$ cat src/hdl/cgo_pkg.sv
package cgo_pkg;

  localparam int unsigned GroupW    = 6;
  localparam int unsigned ColW      = 31;
  localparam int unsigned StartW    = 32;
  localparam int unsigned CountW    = 31;
  localparam int unsigned CfgIdxW   = 2;
  localparam int unsigned CfgDataW  = 31;
  localparam int unsigned MaxGroupsDef = 16;

  typedef enum logic [CfgIdxW-1:0] {
    CFG_GRID_COLS  = 2'd0,
    CFG_COL_BLOCK  = 2'd1,
    CFG_COL_REM    = 2'd2,
    CFG_INDEX_BASE = 2'd3
  } cfg_idx_e;

  typedef struct packed {
    logic [GroupW-1:0] grid_cols;
    logic [ColW-1:0]   col_block;
    logic [GroupW-1:0] col_rem;
    logic              index_base;
  } cfg_t;

  // one result beat, offset in the low bits
  typedef struct packed {
    logic              is_total;
    logic [GroupW-1:0] group;
    logic [CountW-1:0] offset;
  } result_t;

  typedef struct packed {
    logic cap;         // capture the input beat
    logic emit_grp;    // stage start of pending group, step to next group
    logic calc;        // work out first column of pending group
    logic row_done;    // rewind to group zero
    logic emit_total;  // stage the total count, clear the counter
    logic flush;       // send staged result as last of the item
    logic nnz_inc;     // count the nonzero
  } dp_cmd_t;

  typedef struct packed {
    logic hit;         // pending group starts at this item
    logic op_end;
    logic last_row;
    logic can_push;    // staging slot may move on this cycle
  } dp_sts_t;

endpackage

$ cat src/hdl/cgo_ctrl.sv
module cgo_ctrl (
  input  logic            clk_i,
  input  logic            rst_ni,
  input  logic            in_valid_i,
  output logic            in_ready_o,
  input  cgo_pkg::dp_sts_t sts_i,
  output cgo_pkg::dp_cmd_t cmd_o
);
  import cgo_pkg::*;

  typedef enum logic [3:0] {
    ST_IDLE  = 4'b0001,
    ST_CHECK = 4'b0010,
    ST_CALC  = 4'b0100,
    ST_FLUSH = 4'b1000
  } state_e;

  state_e state_q, state_d;

  always_ff @(posedge clk_i or negedge rst_ni) begin
    if (!rst_ni) begin
      state_q <= ST_IDLE;
    end else begin
      state_q <= state_d;
    end
  end

  assign in_ready_o = (state_q == ST_IDLE);

  always_comb begin
    state_d = state_q;
    cmd_o   = '0;
    unique case (state_q)
      ST_IDLE: begin
        if (in_valid_i) begin
          cmd_o.cap = 1'b1;
          state_d   = ST_CHECK;
        end
      end
      ST_CHECK: begin
        if (sts_i.can_push) begin
          if (sts_i.hit) begin
            cmd_o.emit_grp = 1'b1;
            state_d        = ST_CALC;
          end else if (sts_i.op_end && sts_i.last_row) begin
            cmd_o.row_done   = 1'b1;
            cmd_o.emit_total = 1'b1;
            state_d          = ST_FLUSH;
          end else begin
            cmd_o.flush    = 1'b1;
            cmd_o.row_done = sts_i.op_end;
            cmd_o.nnz_inc  = !sts_i.op_end;
            state_d        = ST_IDLE;
          end
        end
      end
      ST_CALC: begin
        cmd_o.calc = 1'b1;
        state_d    = ST_CHECK;
      end
      ST_FLUSH: begin
        if (sts_i.can_push) begin
          cmd_o.flush = 1'b1;
          state_d     = ST_IDLE;
        end
      end
      default: begin
        state_d = ST_IDLE;
      end
    endcase
  end

endmodule

$ cat src/hdl/cgo_dpath.sv
module cgo_dpath #(
  parameter int unsigned MaxGroups = cgo_pkg::MaxGroupsDef
) (
  input  logic                      clk_i,
  input  logic                      rst_ni,
  input  cgo_pkg::cfg_t             cfg_i,
  input  cgo_pkg::dp_cmd_t          cmd_i,
  output cgo_pkg::dp_sts_t          sts_o,
  input  logic                      in_op_i,
  input  logic [cgo_pkg::ColW-1:0]  in_col_i,
  input  logic                      in_last_row_i,
  output logic                      out_valid_o,
  input  logic                      out_ready_i,
  output cgo_pkg::result_t          out_res_o,
  output logic                      out_last_o
);
  import cgo_pkg::*;

  localparam logic [GroupW-1:0] MaxG = GroupW'(MaxGroups);
  localparam logic [CountW-1:0] CntMax = '1;

  // captured item
  logic              op_q, last_row_q;
  logic [ColW-1:0]   col_q;

  // walk state
  logic [CountW-1:0] nnz_q, nnz_d;
  logic [GroupW-1:0] pg_q, pg_d;
  logic [StartW-1:0] start_q, start_d;

  // staging slot and output register
  logic              cand_v_q, cand_v_d;
  result_t           cand_q, cand_d;
  logic              out_vld_q, out_vld_d;
  result_t           out_q, out_d;
  logic              out_last_q, out_last_d;

  logic [GroupW-1:0] grp_cnt;
  logic              col_neg;
  logic [ColW-1:0]   col_adj;
  logic              out_free;
  logic              push;

  logic [ColW+GroupW-1:0] prod;
  logic [GroupW-1:0]      extra;
  logic [ColW+GroupW:0]   sum;
  logic [StartW-1:0]      next_start;

  always_comb begin
    if (cfg_i.grid_cols == '0) begin
      grp_cnt = GroupW'(1);
    end else if (cfg_i.grid_cols > MaxG) begin
      grp_cnt = MaxG;
    end else begin
      grp_cnt = cfg_i.grid_cols;
    end
  end

  // col 0 with base 1 lies before every group start
  assign col_neg = cfg_i.index_base && (col_q == '0);
  assign col_adj = col_q - ColW'(cfg_i.index_base);

  assign sts_o.hit = (pg_q < grp_cnt) &&
                     (op_q || (pg_q == '0) ||
                      (!col_neg && ({1'b0, col_adj} >= start_q)));
  assign sts_o.op_end   = op_q;
  assign sts_o.last_row = last_row_q;
  assign out_free       = !out_vld_q || out_ready_i;
  assign sts_o.can_push = !cand_v_q || out_free;

  // group start = g * col_block + min(g, col_rem), saturating at 32 bits
  assign prod  = (ColW+GroupW)'(pg_q) * (ColW+GroupW)'(cfg_i.col_block);
  assign extra = (pg_q < cfg_i.col_rem) ? pg_q : cfg_i.col_rem;
  assign sum   = {1'b0, prod} + (ColW+GroupW+1)'(extra);
  assign next_start = (|sum[ColW+GroupW:StartW]) ? '1 : sum[StartW-1:0];

  assign push = cmd_i.emit_grp | cmd_i.emit_total | cmd_i.flush;

  always_comb begin
    nnz_d      = nnz_q;
    pg_d       = pg_q;
    start_d    = start_q;
    cand_v_d   = cand_v_q;
    cand_d     = cand_q;
    out_vld_d  = out_vld_q;
    out_d      = out_q;
    out_last_d = out_last_q;

    if (push && cand_v_q) begin
      out_vld_d  = 1'b1;
      out_d      = cand_q;
      out_last_d = cmd_i.flush;
    end else if (out_ready_i) begin
      out_vld_d = 1'b0;
    end

    if (cmd_i.emit_grp) begin
      cand_v_d        = 1'b1;
      cand_d.offset   = nnz_q;
      cand_d.group    = pg_q;
      cand_d.is_total = 1'b0;
      pg_d            = pg_q + GroupW'(1);
    end
    if (cmd_i.calc) begin
      start_d = next_start;
    end
    if (cmd_i.row_done) begin
      pg_d    = '0;
      start_d = '0;
    end
    if (cmd_i.emit_total) begin
      cand_v_d        = 1'b1;
      cand_d.offset   = nnz_q;
      cand_d.group    = '0;
      cand_d.is_total = 1'b1;
      nnz_d           = '0;
    end
    if (cmd_i.flush) begin
      cand_v_d = 1'b0;
    end
    if (cmd_i.nnz_inc && (nnz_q != CntMax)) begin
      nnz_d = nnz_q + CountW'(1);
    end
  end

  always_ff @(posedge clk_i or negedge rst_ni) begin
    if (!rst_ni) begin
      nnz_q     <= '0;
      pg_q      <= '0;
      start_q   <= '0;
      cand_v_q  <= 1'b0;
      out_vld_q <= 1'b0;
    end else begin
      nnz_q     <= nnz_d;
      pg_q      <= pg_d;
      start_q   <= start_d;
      cand_v_q  <= cand_v_d;
      out_vld_q <= out_vld_d;
    end
  end

  always_ff @(posedge clk_i) begin
    if (cmd_i.cap) begin
      op_q       <= in_op_i;
      col_q      <= in_col_i;
      last_row_q <= in_last_row_i;
    end
    cand_q     <= cand_d;
    out_q      <= out_d;
    out_last_q <= out_last_d;
  end

  assign out_valid_o = out_vld_q;
  assign out_res_o   = out_q;
  assign out_last_o  = out_last_q;

endmodule

$ cat src/hdl/csr_column_group_offsets.sv
// Operation: an input beat is taken, then a decide step follows; each group start it
//   emits adds a decide step and a step that multiplies out the next group's column.
// A last row adds a flush step for the total; decide and flush wait while the staging
//   slot cannot move on. One item in flight: no new beat is taken until it is done.
// Reset (rst_ni low, async): registers to defaults, counters and group walk
//   cleared, no beat held on either side.
module csr_column_group_offsets #(
  parameter int unsigned MaxGroups = cgo_pkg::MaxGroupsDef
) (
  input  logic                         clk_i,
  input  logic                         rst_ni,
  // config write port
  input  logic                         cfg_we_i,
  input  logic [cgo_pkg::CfgIdxW-1:0]  cfg_idx_i,
  input  logic [cgo_pkg::CfgDataW-1:0] cfg_wdata_i,
  // input stream
  input  logic                         s_axis_tvalid_i,
  output logic                         s_axis_tready_o,
  input  logic [31:0]                  s_axis_tdata_i,  // [30:0] col, [31] pad
  input  logic                         s_axis_tuser_i,  // [0] op (1 = row end)
  input  logic                         s_axis_tlast_i,  // last_row
  // result stream
  output logic                         m_axis_tvalid_o,
  input  logic                         m_axis_tready_i,
  output logic [39:0]                  m_axis_tdata_o,  // [30:0] offset,
                                                        // [36:31] group, [39:37] pad
  output logic                         m_axis_tuser_o,  // [0] is_total
  output logic                         m_axis_tlast_o   // last beat of the item
);
  import cgo_pkg::*;

  cfg_t    cfg_q;
  dp_cmd_t cmd;
  dp_sts_t sts;
  result_t res;

  // Configuration registers; write them only between items (the block does not enforce it).
  always_ff @(posedge clk_i or negedge rst_ni) begin
    if (!rst_ni) begin
      cfg_q.grid_cols  <= GroupW'(1);
      cfg_q.col_block  <= '0;
      cfg_q.col_rem    <= '0;
      cfg_q.index_base <= 1'b0;
    end else if (cfg_we_i) begin
      unique case (cfg_idx_e'(cfg_idx_i))
        CFG_GRID_COLS:  cfg_q.grid_cols  <= cfg_wdata_i[GroupW-1:0];
        CFG_COL_BLOCK:  cfg_q.col_block  <= cfg_wdata_i[ColW-1:0];
        CFG_COL_REM:    cfg_q.col_rem    <= cfg_wdata_i[GroupW-1:0];
        CFG_INDEX_BASE: cfg_q.index_base <= cfg_wdata_i[0];
        default: ;
      endcase
    end
  end

  // Sequencer: accept, decide per pending group, stage, flush.
  cgo_ctrl u_ctrl (
    .clk_i      (clk_i),
    .rst_ni     (rst_ni),
    .in_valid_i (s_axis_tvalid_i),
    .in_ready_o (s_axis_tready_o),
    .sts_i      (sts),
    .cmd_o      (cmd)
  );

  // Counters, group walk, start multiplier, staging slot and output register.
  // The staging slot holds one result back until it is known whether another
  // follows, so tlast can be set on the right beat.
  cgo_dpath #(
    .MaxGroups (MaxGroups)
  ) u_dpath (
    .clk_i         (clk_i),
    .rst_ni        (rst_ni),
    .cfg_i         (cfg_q),
    .cmd_i         (cmd),
    .sts_o         (sts),
    .in_op_i       (s_axis_tuser_i),
    .in_col_i      (s_axis_tdata_i[ColW-1:0]),
    .in_last_row_i (s_axis_tlast_i),
    .out_valid_o   (m_axis_tvalid_o),
    .out_ready_i   (m_axis_tready_i),
    .out_res_o     (res),
    .out_last_o    (m_axis_tlast_o)
  );

  assign m_axis_tdata_o = {3'b000, res.group, res.offset};
  assign m_axis_tuser_o = res.is_total;

  // Total beat always carries group zero.
  a_total_group0 : assert property (@(posedge clk_i) disable iff (!rst_ni)
    (m_axis_tvalid_o && m_axis_tuser_o) |-> (m_axis_tdata_o[36:31] == '0))
    else $error("total beat with nonzero group");

  // Group starts stay within the group limit.
  a_group_range : assert property (@(posedge clk_i) disable iff (!rst_ni)
    (m_axis_tvalid_o && !m_axis_tuser_o) |->
      (m_axis_tdata_o[36:31] < GroupW'(MaxGroups)))
    else $error("group beyond limit");

  // A total beat always ends its item.
  a_total_last : assert property (@(posedge clk_i) disable iff (!rst_ni)
    (m_axis_tvalid_o && m_axis_tuser_o) |-> m_axis_tlast_o)
    else $error("total beat without tlast");

  // One item at a time: after a take, no new take in the next cycle.
  a_one_item : assert property (@(posedge clk_i) disable iff (!rst_ni)
    (s_axis_tvalid_i && s_axis_tready_o) |=> !s_axis_tready_o)
    else $error("input taken while an item is in flight");

endmodule

$ cat config.mk
export PLATFORM = sky130hd
export DESIGN_NAME = csr_column_group_offsets
export DESIGN_NICKNAME = d
export VERILOG_FILES = /design/src/hdl/cgo_pkg.sv /design/src/hdl/cgo_ctrl.sv /design/src/hdl/cgo_dpath.sv /design/src/hdl/csr_column_group_offsets.sv
export SDC_FILE = /design/constraint.sdc
export NUM_CORES = 1
export LEC_CHECK = 0
export BUFFER_PORTS_ARGS = -buffer_cell sky130_fd_sc_hd__buf_4
export CORE_MARGIN = 2
export CORE_UTILIZATION = 43
export CTS_BUF_LIST = sky130_fd_sc_hd__clkbuf_8
export CTS_CLUSTER_SIZE = 40
export DETAILED_ROUTE_END_ITERATION = 10
export PLACE_DENSITY = 0.64
export SYNTH_ARGS = -nofsm -noshare
export SYNTH_HDL_FRONTEND = slang
export SYNTH_SLANG_ARGS = --single-unit
$ cat constraint.sdc
create_clock -name clk_i -period 7.44 [get_ports clk_i]
set_input_delay 0.744 -clock clk_i [delete_from_list [all_inputs] [get_ports clk_i]]
set_output_delay 0.744 -clock clk_i [all_outputs]
set_load 0.005 [all_outputs]
==> results by group, run 1 <==
Die
  • Die Area: 0.0406 mm2
  • Core Footprint: 0.0386 mm2
  • Initial core utilization: 0.435
  • Width of the die: 201 um
  • Die height: 201 um
  • I/O pins: 116
  • Row cnt: 72

Drt
  • DR iter-0 viols: 595
  • Via/cell ratio: 5.25
  • Vias: 11900
  • Residual DRC: 0
  • Initial DRT Pass Iterations: 4
  • Drt total wl: 36.0 mm
  • Post-route ant nets: 0
  • Detail-routed net length per standard cell: 15.8 um

Logic synthesis
  • Synth top area share: 0.184
  • Ranking of synthesized cells by area: edfxtp_1 18%, dfrtp_1 17%, fa_1 14%
  • Ys Warns: 0
  • Unique masters post-synth: 77
  • Sequential area share after synthesis: 0.370
  • Number of synthesized flops with an enable pin: 103
  • Main synth FF type: dfrtp_1
  • Ys async rst share: 0.520
  • Synthesized area: 0.0168 mm2
  • Syn Inst Count: 1614
  • Synth area leader: edfxtp_1
  • Flops & latches, synth: 229
  • Syn Area/Cell: 10.4 um2

STA
  • Final period util: 0.846
  • Worst slew margin: 0.171
  • Hold slack: 0.298 ns
  • RSZ-0062 raised after global routing: no
  • Tmin final: 6.29 ns
  • Setup_tns: 0 ns
  • Tightest Pin Transition: 1.24 ns
  • Clock skew: 0.0302 ns
  • Max Freq: 0.159 GHz
  • Final Hold Vio Count: 0
  • Final Max Slew Viols: 0
  • Final setup viols: 0

Global route
  • GRT Util Overall: 0.182
  • Global-route wire length before repair: 60.6 mm
  • Initial antenna violation count: 0
  • Pin count of the biggest net entering global routing: 75
  • Vias in the first global route: 12000
  • Met1 usage: 0.266
  • Grt met2 use: 0.278
  • Met3 GRT Util: 0.0313
  • Busiest layer in global routing: met2
  • GRT overflow: 0

Critical path
  • Cell Chain, Critical Path: buf_4 -> nand2_1 -> fa_1 -> inv_1 -> fa_1 -> fa_1 -> ha_1 -> ha_1 -> a211oi_1 -> o21ai_0 -> a21oi_1 -> o21ai_0 -> or4_1 -> and4_4 -> a2111oi_4 -> o2111ai_2 -> buf_4 -> a2bb2oi_1
  • CP Capture Type: flip-flop
  • Worst Path Buf+Inv: 3
  • Crit-path max FO: 32
  • Data arrival, critical path: 6.73 ns
  • Worst setup SP type: flip-flop
  • CP most frequent cell: fa_1
  • Critical path class: flip-flop to flip-flop
  • CP delay by family, top: adder cells
  • Worst endpoint required time: 7.87 ns
  • Slowest stage cell, crit path: dfrtp_1
  • Crit-path max cell delay: 0.82 ns

Cells and area
  • Final net count: 2045
  • Most common cell after layout, fill and taps aside: nand2_1
  • Fin cells: 2274
  • Fill cells: 3558
  • P&R area growth vs syn: 13.2%
  • Final Instance Area: 0.0190 mm2
  • Post-Route Utilization: 0.493
  • Layout cells sized above 1: 0.149
  • Commonest cells after routing, fill and taps aside: 230 x nand2_1, 188 x inv_1, 130 x ha_1
  • Diodes inserted: 0

Power and ir drop
  • Switching share of power: 0.392
  • Leakage Power: 9.01 nW
  • Worst VDD drop: 0.000153 V
  • Combinational power share: 0.438
  • Psw: 0.00217 W
  • Power share of the clock group: 0.228
  • Sequential share of power: 0.334
  • Int Pwr: 0.00336 W
  • Pwr Density: 291 mW/mm2

Place
  • DP HPWL: 27.4 mm
  • GPL Wtd Cong: 0.845
  • Port bufs: 111
  • Placed Area: 0.0181 mm2
  • Placed cells: 2198

Clocking
  • Clock latency on the worst-skew pair: 0.60 ns
  • Clk sink count: 229
  • H-tree levels: 2
  • Hold buffers post-CTS: 0
  • Postcts setup bufs: 0
  • Worst-path clk slew: 0.05 ns
  • CTS buffer count: 41
  • CTS tree: done
  • Root Buffer: clkbuf_8
  • Clock buffer depth: 3
  • Post-CTS sizing: 0

Flow run
  • Max-Cap Viols: 0

Run status
  • Outcome: complete, no violations

Hold path
  • Worst min path class: input pin to asynchronous set/reset pin
==> power by group through the flow <==
stage | Sequential (W) | Combinational [W] | Clock [W]
5_1_grt | 0.00188 | 0.00278 | 0.00136
6_report | 0.00184 | 0.00242 | 0.00126
3_5_place_dp | 0.00186 | 0.00242 | 0
4_1_cts | 0.00185 | 0.00245 | 0.00131
3_3_place_gp | 0.00186 | 0.00239 | 0
2_1_floorplan | 0.00178 | 0.00184 | 0
==> worst register-to-register path, delay by kind of cell, from the launching register on <==
kind                     cells  cell delay [ns]
AO/OA/AOI/OAI                7             1.48
flip-flops                   1             0.82
buffers and inverters        3             0.69
adder cells (fa/ha/maj)      5             2.31
AND/OR/NAND/NOR              3             0.85
==> worst paths after layout <==
check | start | to | slack (ns) | depth (start not counted)
hold / removal | rst_ni | cfg_q[13]$_DFFE_PN0P_ | 0.30 | 1
max in group asynchronous | rst_ni | u_dpath.start_q[20]$_DFFE_PN0P_ | 5.95 | 2
setup reg to reg | u_dpath.pg_q[5]$_DFFE_PN0P_ | u_dpath.start_q[19]$_DFFE_PN0P_ | 1.15 | 18
hold reg to reg | u_dpath.cand_q[27]$_DFFE_PP_ | u_dpath.out_res_o[27]$_DFFE_PP_ | 0.42 | 0
min in group clk_i | s_axis_tdata_i[30] | u_dpath.col_q[30]$_DFFE_PP_ | 0.33 | 1
setup / recovery | u_dpath.pg_q[5]$_DFFE_PN0P_ | u_dpath.start_q[19]$_DFFE_PN0P_ | 1.15 | 18
==> registers in the layout, indices dropped and copies added (netlist names) <==
name                 flops
cfg_q                   44
u_ctrl.state_q           4
u_dpath.cand_q          38
u_dpath.cand_v_q         1
u_dpath.col_q           31
u_dpath.last_row_q       1
u_dpath.nnz_q           31
u_dpath.op_q             1
u_dpath.out_last_o       1
u_dpath.out_res_o       38
u_dpath.out_valid_o      1
u_dpath.pg_q             6
u_dpath.start_q         32
==> layer usage <==
layer | vias up | wire length [um] | part of all wire
li1 | 5776 | - | -
met5 | - | 0 | 0
met4 | 0 | 677 | 0.019
met2 | 257 | 15900 | 0.44
met3 | 56 | 1750 | 0.049
met1 | 5845 | 17700 | 0.49
==> kinds of logic after synthesis <==
group,count (synthesis),share of synthesized area
compound gates,252,0.108
mux,61,0.0400
buf+inv,238,0.0565
simple gates,521,0.152
flops,229,0.370
xor+xnor,61,0.0319
other cells,2,0.000448
fa+ha+maj,250,0.240
==> synth_stat cells (32+ instances only) <==
master	number
nand2_1	230
inv_1	174
ha_1	130
fa_1	120
dfrtp_1	117
edfxtp_1	103
and2_1	68
a21oi_1	61
nor2_1	50
mux2_2	48
clkbuf_1	45
o21ai_0	41
nand3_1	36
xor2_1	34
a21o_1	33
a2bb2oi_1	32
==> stage by stage <==
step | power (W) | worst slack [ns]
6_report | 0.00553 | 1.15
5_1_grt | 0.00602 | 0.769
4_1_cts | 0.00560 | 1.17
3_5_place_dp | 0.00429 | 1.20
3_3_place_gp | 0.00424 | 1.26
2_1_floorplan | 0.00362 | 1.56
==> cell type report <==
class                           instances  area (um2)  share of cell area
Clock inverter                         26         211              0.0111
Timing Repair Buffer                  126         946              0.0498
Inverter                              176         661              0.0348
Sequential cell                       229        6210               0.327
Multi-Input combinational cell       1149        9620               0.507
Clock buffer                           50         688              0.0362
Tap cell                              518         648              0.0341
No activity file was read; power rests on OpenSTA's default activity.
==> run 2, diff against run 1 <==
ABC_AREA = 1   (was not set)
clock period = 6.4 ns   (was 7.44 ns; I/O delays follow)
==> run 2 against run 1 <==
Effect of this change: worst hold slack got worse by 0.076 ns; setup slack worse by 0.27 ns; die area is 4.1% higher; design area is 3.0% higher; via count rose by 11%; area after synthesis increased by 4.2%; highest routed layer unchanged.
==> results by group, run 2 <==
Die
  • Initial core utilization: 0.438
  • Die height: 206 um
  • Row cnt: 73
  • Width of the die: 206 um
  • I/O pins: 116
  • Die Area: 0.0423 mm2
  • Core Footprint: 0.0399 mm2

STA
  • Max Freq: 0.181 GHz
  • Final worst-path setup slack: 0.874 ns
  • RSZ-0062 raised after global routing: no
  • Worst slew margin: 0.216
  • Final Hold Vio Count: 0
  • Tmin final: 5.53 ns
  • Setup_tns: 0 ns
  • Final setup viols: 0
  • Final Max Slew Viols: 0
  • Final period util: 0.863
  • Tightest Pin Transition: 1.17 ns
  • Clock skew: 0.0265 ns

Drt
  • Detail-routed net length per standard cell: 14.1 um
  • Drt total wl: 37.8 mm
  • Initial DRT Pass Iterations: 5
  • Vias: 13300
  • DR iter-0 viols: 539
  • Residual DRC: 0
  • Post-route ant nets: 0
  • Via/cell ratio: 4.95

Global route
  • Vias in the first global route: 13500
  • Met3 GRT Util: 0.0277
  • GRT Util Overall: 0.187
  • Pin count of the biggest net entering global routing: 78
  • Busiest layer in global routing: met2
  • Grt met2 use: 0.304
  • GRT overflow: 0
  • Initial antenna violation count: 0
  • Met1 usage: 0.261
  • Global-route wire length before repair: 64.6 mm

Critical path
  • Critical path class: flip-flop to flip-flop
  • Data arrival, critical path: 6.00 ns
  • Worst endpoint required time: 6.87 ns
  • Worst setup SP type: flip-flop
  • Crit-path max FO: 32
  • CP Capture Type: flip-flop

Logic synthesis
  • Syn Inst Count: 2021
  • Unique masters post-synth: 54
  • Ys async rst share: 0.520
  • Sequential area share after synthesis: 0.356
  • Flops & latches, synth: 229
  • Synth area leader: edfxtp_1
  • Ys Warns: 0
  • Main synth FF type: dfrtp_1
  • Synth top cells by count: 497 x nand2_1, 331 x inv_1, 130 x ha_1
  • Count leader, synth: nand2_1
  • Ranking of synthesized cells by area: edfxtp_1 18%, dfrtp_1 17%, fa_1 14%
  • Synthesized area: 0.0175 mm2
  • Number of synthesized flops with an enable pin: 103
  • Syn Area/Cell: 8.65 um2
  • Synth top area share: 0.177

Place
  • Port bufs: 111
  • DP HPWL: 29.3 mm
  • DP Worst Slack: 0.879 ns
  • GPL Wtd Cong: 0.885

Cells and area
  • Fill cells: 3876
  • Commonest cells after routing, fill and taps aside: 497 x nand2_1, 350 x inv_1, 130 x ha_1
  • Post-Route Utilization: 0.490
  • P&R area growth vs syn: 11.9%
  • Max reg flops: 44
  • Largest Register: cfg_q
  • Most common cell after layout, fill and taps aside: nand2_1
  • Final net count: 2453
  • Layout cells sized above 1: 0.112
  • Diodes inserted: 0

Clocking
  • Clk sink count: 229
  • H-tree levels: 2
  • CTS buffer count: 40
  • Clock buffer depth: 3
  • Post-CTS sizing: 0
  • CTS tree: done
  • Clock latency on the worst-skew pair: 0.61 ns
  • Root Buffer: clkbuf_8
  • Postcts setup bufs: 0
  • Worst-path clk slew: 0.06 ns

Run status
  • Outcome: complete, no violations

Flow run
  • Max-Cap Viols: 0

Hold path
  • Worst min path class: input pin to flip-flop
run 2: repair_timing:
action	4_1_cts	5_1_grt
setup endpoints to repair	0	0
hold endpoints to repair	8	0
hold buffers	1	0
run 2: final cells by class:
type	instances	area, um2	share of cell area
inverter	335	1260	0.0643
sequential	229	6210	0.318
timing repair buffer	129	971	0.0496
tap	525	657	0.0336
clock inverter	28	161	0.00825
clock buffer	44	606	0.0310
multi-input combinational	1396	9690	0.496
run 2: worst max-delay path, stage by stage, from the launching register on:
cell and delay [ns]:
dfrtp_1 1.04, buf_4 0.31, nand2_1 0.07, inv_1 0.08, fa_1 0.42, ha_1 0.22
inv_1 0.07, fa_1 0.44, fa_1 0.54, inv_1 0.04, ha_1 0.34, a21oi_1 0.20
nand2_2 0.12, nand2_1 0.09, nand2_1 0.08, nand2_1 0.09, nand2_2 0.08, nand2_1 0.07
nand2_1 0.11, nand2_1 0.12, nand2_1 0.06, nand2_1 0.05, nand2_1 0.07, nor2_2 0.10
buf_4 0.30, nand4_1 0.15, nand2_1 0.09, nand2_1 0.06
run 2: path summary, 6_finish.rpt:
path | to | slack [ns] | from | cells past startpoint
setup / recovery | u_dpath.start_q[19]$_DFFE_PN0P_ | 0.87 | u_dpath.pg_q[1]$_DFFE_PN0P_ | 27
hold / removal | u_dpath.col_q[10]$_DFFE_PP_ | 0.22 | s_axis_tdata_i[10] | 1
setup reg to reg | u_dpath.start_q[19]$_DFFE_PN0P_ | 0.87 | u_dpath.pg_q[1]$_DFFE_PN0P_ | 27
hold reg to reg | u_dpath.out_res_o[5]$_DFFE_PP_ | 0.42 | u_dpath.cand_q[5]$_DFFE_PP_ | 0
max in group asynchronous | u_dpath.nnz_q[8]$_DFFE_PN0P_ | 4.41 | rst_ni | 3
min in group asynchronous | cfg_q[32]$_DFFE_PN0P_ | 0.56 | rst_ni | 2
run 2: logic make-up (layout without fill, tap and decap cells):
kind of cell | after synthesis | count (layout) | share of synthesized area
AOI/OAI and AO/OA | 212 | 212 | 0.0667
xor gates and xnor gates | 73 | 73 | 0.0366
adders and majority gates | 250 | 250 | 0.231
buffers and inverters | 398 | 536 | 0.0905
DFF | 229 | 229 | 0.356
muxes | 25 | 25 | 0.0161
other | 2 | 4 | 0.000430
and+or+nand+nor | 832 | 832 | 0.203
run 2: stage by stage:
step           cell area [um2]  hold slack, ns  cells
2_1_floorplan            17500           0.344   2023
3_3_place_gp             18800           0.400   2613
3_5_place_dp             18800           0.405   2613
4_1_cts                  19600           0.171   2686
5_1_grt                  19600           0.185   2686
6_report                 19600           0.222   2686
run 2: layer usage:
layer | vias up | part of all wire
met1 | 6286 | 0.49
met4 | 0 | 0.020
met5 | - | 0
met2 | 265 | 0.45
li1 | 6700 | -
met3 | 54 | 0.043
Power of run 2 is not shown: default switching activity piles up to over one toggle a cycle in this logic, so the estimate is an artifact.
==> run 3, diff against run 2 <==
CAP_MARGIN = 25   (was not set)
CELL_PAD_IN_SITES_DETAIL_PLACEMENT = 1   (was not set)
CELL_PAD_IN_SITES_GLOBAL_PLACEMENT = 1   (was not set)
PLACE_DENSITY = 0.79   (was 0.64)
==> run 3 against run 2 <==
Effect of this change: sequential share of layout area down 0.17 points; clock-buffer cell count unchanged; setup slack worse by 0.016 ns; die area unchanged; via count up 3.8%; non-clock buffer count up 2; clock skew up 0.0072 ns; worst hold slack worse by 0.17 ns; fmax down 0.29%; critical path depth down 6; global-route usage up 3.6 points.
==> results by group, run 3 (synthesis gave the netlist of run 2 again) <==
Run status
  • Outcome: complete, no violations

Drt
  • Initial DRT Pass Iterations: 5
  • Post-route ant nets: 0
  • Vias: 13800
  • Via/cell ratio: 5.13
  • Met1 WL: 21.4 mm
  • DR iter-0 viols: 519
  • Residual DRC: 0
  • Met2 wire len: 21.6 mm
  • Detail-routed net length per standard cell: 16.9 um
  • Top routing layer in use: met5
  • Drt total wl: 45.6 mm
  • Met3 WL: 1.72 mm

Die
  • Row cnt: 73
  • Die Area: 0.0423 mm2
  • Die height: 206 um
  • Core Footprint: 0.0399 mm2
  • I/O pins: 116
  • Width of the die: 206 um
  • Initial core utilization: 0.438

Global route
  • Initial antenna violation count: 1
  • Pin count of the biggest net entering global routing: 72
  • GRT overflow: 0
  • Vias in the first global route: 14900
  • Global-route wire length before repair: 75.6 mm
  • GRT Util Overall: 0.224

STA
  • Setup_tns: 0 ns
  • Tmin final: 5.54 ns
  • Clock skew: 0.0337 ns
  • RSZ-0062 raised after global routing: no
  • Final Max Slew Viols: 0
  • Final Hold Vio Count: 0
  • Worst slew margin: 0.360
  • Final period util: 0.866
  • Max Freq: 0.180 GHz
  • Final setup viols: 0
  • Final worst-path setup slack: 0.858 ns
  • Tightest Pin Transition: 0.960 ns

Clocking
  • Root Buffer: clkbuf_8
  • Clock latency on the worst-skew pair: 0.62 ns
  • CTS tree: done
  • H-tree levels: 2
  • Worst-path clk slew: 0.06 ns
  • Clock buffer depth: 3
  • Hold buffers post-CTS: 0
  • Post-CTS sizing: 0
  • Postcts setup bufs: 0
  • Clk sink count: 229
  • CTS buffer count: 40

Cells and area
  • Largest Register: cfg_q
  • P&R area growth vs syn: 12.5%
  • Final net count: 2455
  • Diodes inserted: 0
  • Most common cell after layout, fill and taps aside: nand2_1
  • Layout cells sized above 1: 0.115
  • Commonest cells after routing, fill and taps aside: 497 x nand2_1, 348 x inv_1, 130 x ha_1
  • Max reg flops: 44
  • Fill cells: 4832

Critical path
  • Worst setup SP type: flip-flop
  • CP most frequent cell: nand2_1
  • CP delay by family, top: adder cells
  • Worst Path Buf+Inv: 3
  • Data arrival, critical path: 6.02 ns
  • Cell Chain, Critical Path: buf_4 -> nand2_1 -> fa_1 -> fa_1 -> fa_1 -> inv_1 -> ha_1 -> ha_1 -> a21oi_1 -> o21ai_0 -> a21oi_1 -> nand3_1 -> nand2_1 -> nand2_1 -> nand2_1 -> nand2_1 -> nor2_1 -> buf_4 -> nand4_1 -> nand2_1 -> nand2_1
  • Critical path class: flip-flop to flip-flop
  • CP Capture Type: flip-flop
  • Slowest stage cell, crit path: dfrtp_1
  • Crit-path max FO: 32
  • Crit-path max cell delay: 0.86 ns
  • Worst endpoint required time: 6.88 ns

Place
  • GPL Wtd Cong: 0.850
  • DP Worst Slack: 0.890 ns
  • DP HPWL: 35.4 mm
  • Port bufs: 111

Flow run
  • Max-Cap Viols: 0

Hold path
  • Worst min path class: input pin to asynchronous set/reset pin
-- run 3: changes by cell type in the layout (fill, tap and decap cells not counted) --
| cell | change |
|---|---|
| nor2_4 | -1 |
| clkinv_2 | +1 |
| buf_16 | +1 |
| buf_12 | +1 |
| buf_4 | +1 |
| dlygate4sd3_1 | -1 |
| nor2_2 | +1 |
| bufinv_16 | +2 |
| inv_1 | -2 |
| clkinvlp_4 | +1 |
-- run 3: final timing paths --
kind	start	endpoint	slack, ns	cells after the start
setup / recovery	u_dpath.pg_q[0]$_DFFE_PN0P_	u_dpath.start_q[15]$_DFFE_PN0P_	0.86	21
hold / removal	rst_ni	cfg_q[26]$_DFFE_PN0P_	0.05	1
min in group clk_i	s_axis_tdata_i[3]	u_dpath.col_q[3]$_DFFE_PP_	0.22	1
max in group asynchronous	rst_ni	u_dpath.start_q[20]$_DFFE_PN0P_	4.88	2
setup reg to reg	u_dpath.pg_q[0]$_DFFE_PN0P_	u_dpath.start_q[15]$_DFFE_PN0P_	0.86	21
hold reg to reg	u_dpath.cand_q[26]$_DFFE_PP_	u_dpath.out_res_o[26]$_DFFE_PP_	0.41	0
-- run 3: final cells by class --
type / instances / area, um2 / share of cell area
Multi-Input combinational cell: 1396 / 9690 / 0.493
Sequential cell: 229 / 6210 / 0.316
Inverter: 335 / 1260 / 0.0639
Timing Repair Buffer: 131 / 1020 / 0.0517
Tap cell: 525 / 657 / 0.0334
Clock buffer: 44 / 606 / 0.0308
Clock inverter: 30 / 226 / 0.0115
-- run 3: worst register-to-register path, delay by kind of cell, from the launching register on --
kind	cells	cell delay (ns)
compound gates	3	0.60
fa+ha+maj	5	2.24
simple gates	10	1.02
flops	1	0.86
buf+inv	3	0.71
-- run 3: per-stage QoR --
| stage | hold WS [ns] | cell area (um2) | util | std cells |
|---|---|---|---|---|
| final | 0.0538 | 19700 | 0.493 | 2690 |
| after global routing | 0.0736 | 19700 | 0.493 | 2690 |
| after global placement | 0.402 | 18800 | 0.471 | 2615 |
| after detailed placement | 0.405 | 18800 | 0.472 | 2616 |
| after floorplan | 0.344 | 17500 | - | 2023 |
| after CTS | 0.0376 | 19700 | 0.493 | 2690 |
-- run 3: layer usage --
layer / vias to the layer above / global-route usage
met5: - / 0
met4: 2 / 0.0601
met3: 62 / 0.0306
met2: 240 / 0.371
met1: 6810 / 0.308
li1: 6698 / -
Power of run 3 is left out for the same reason.
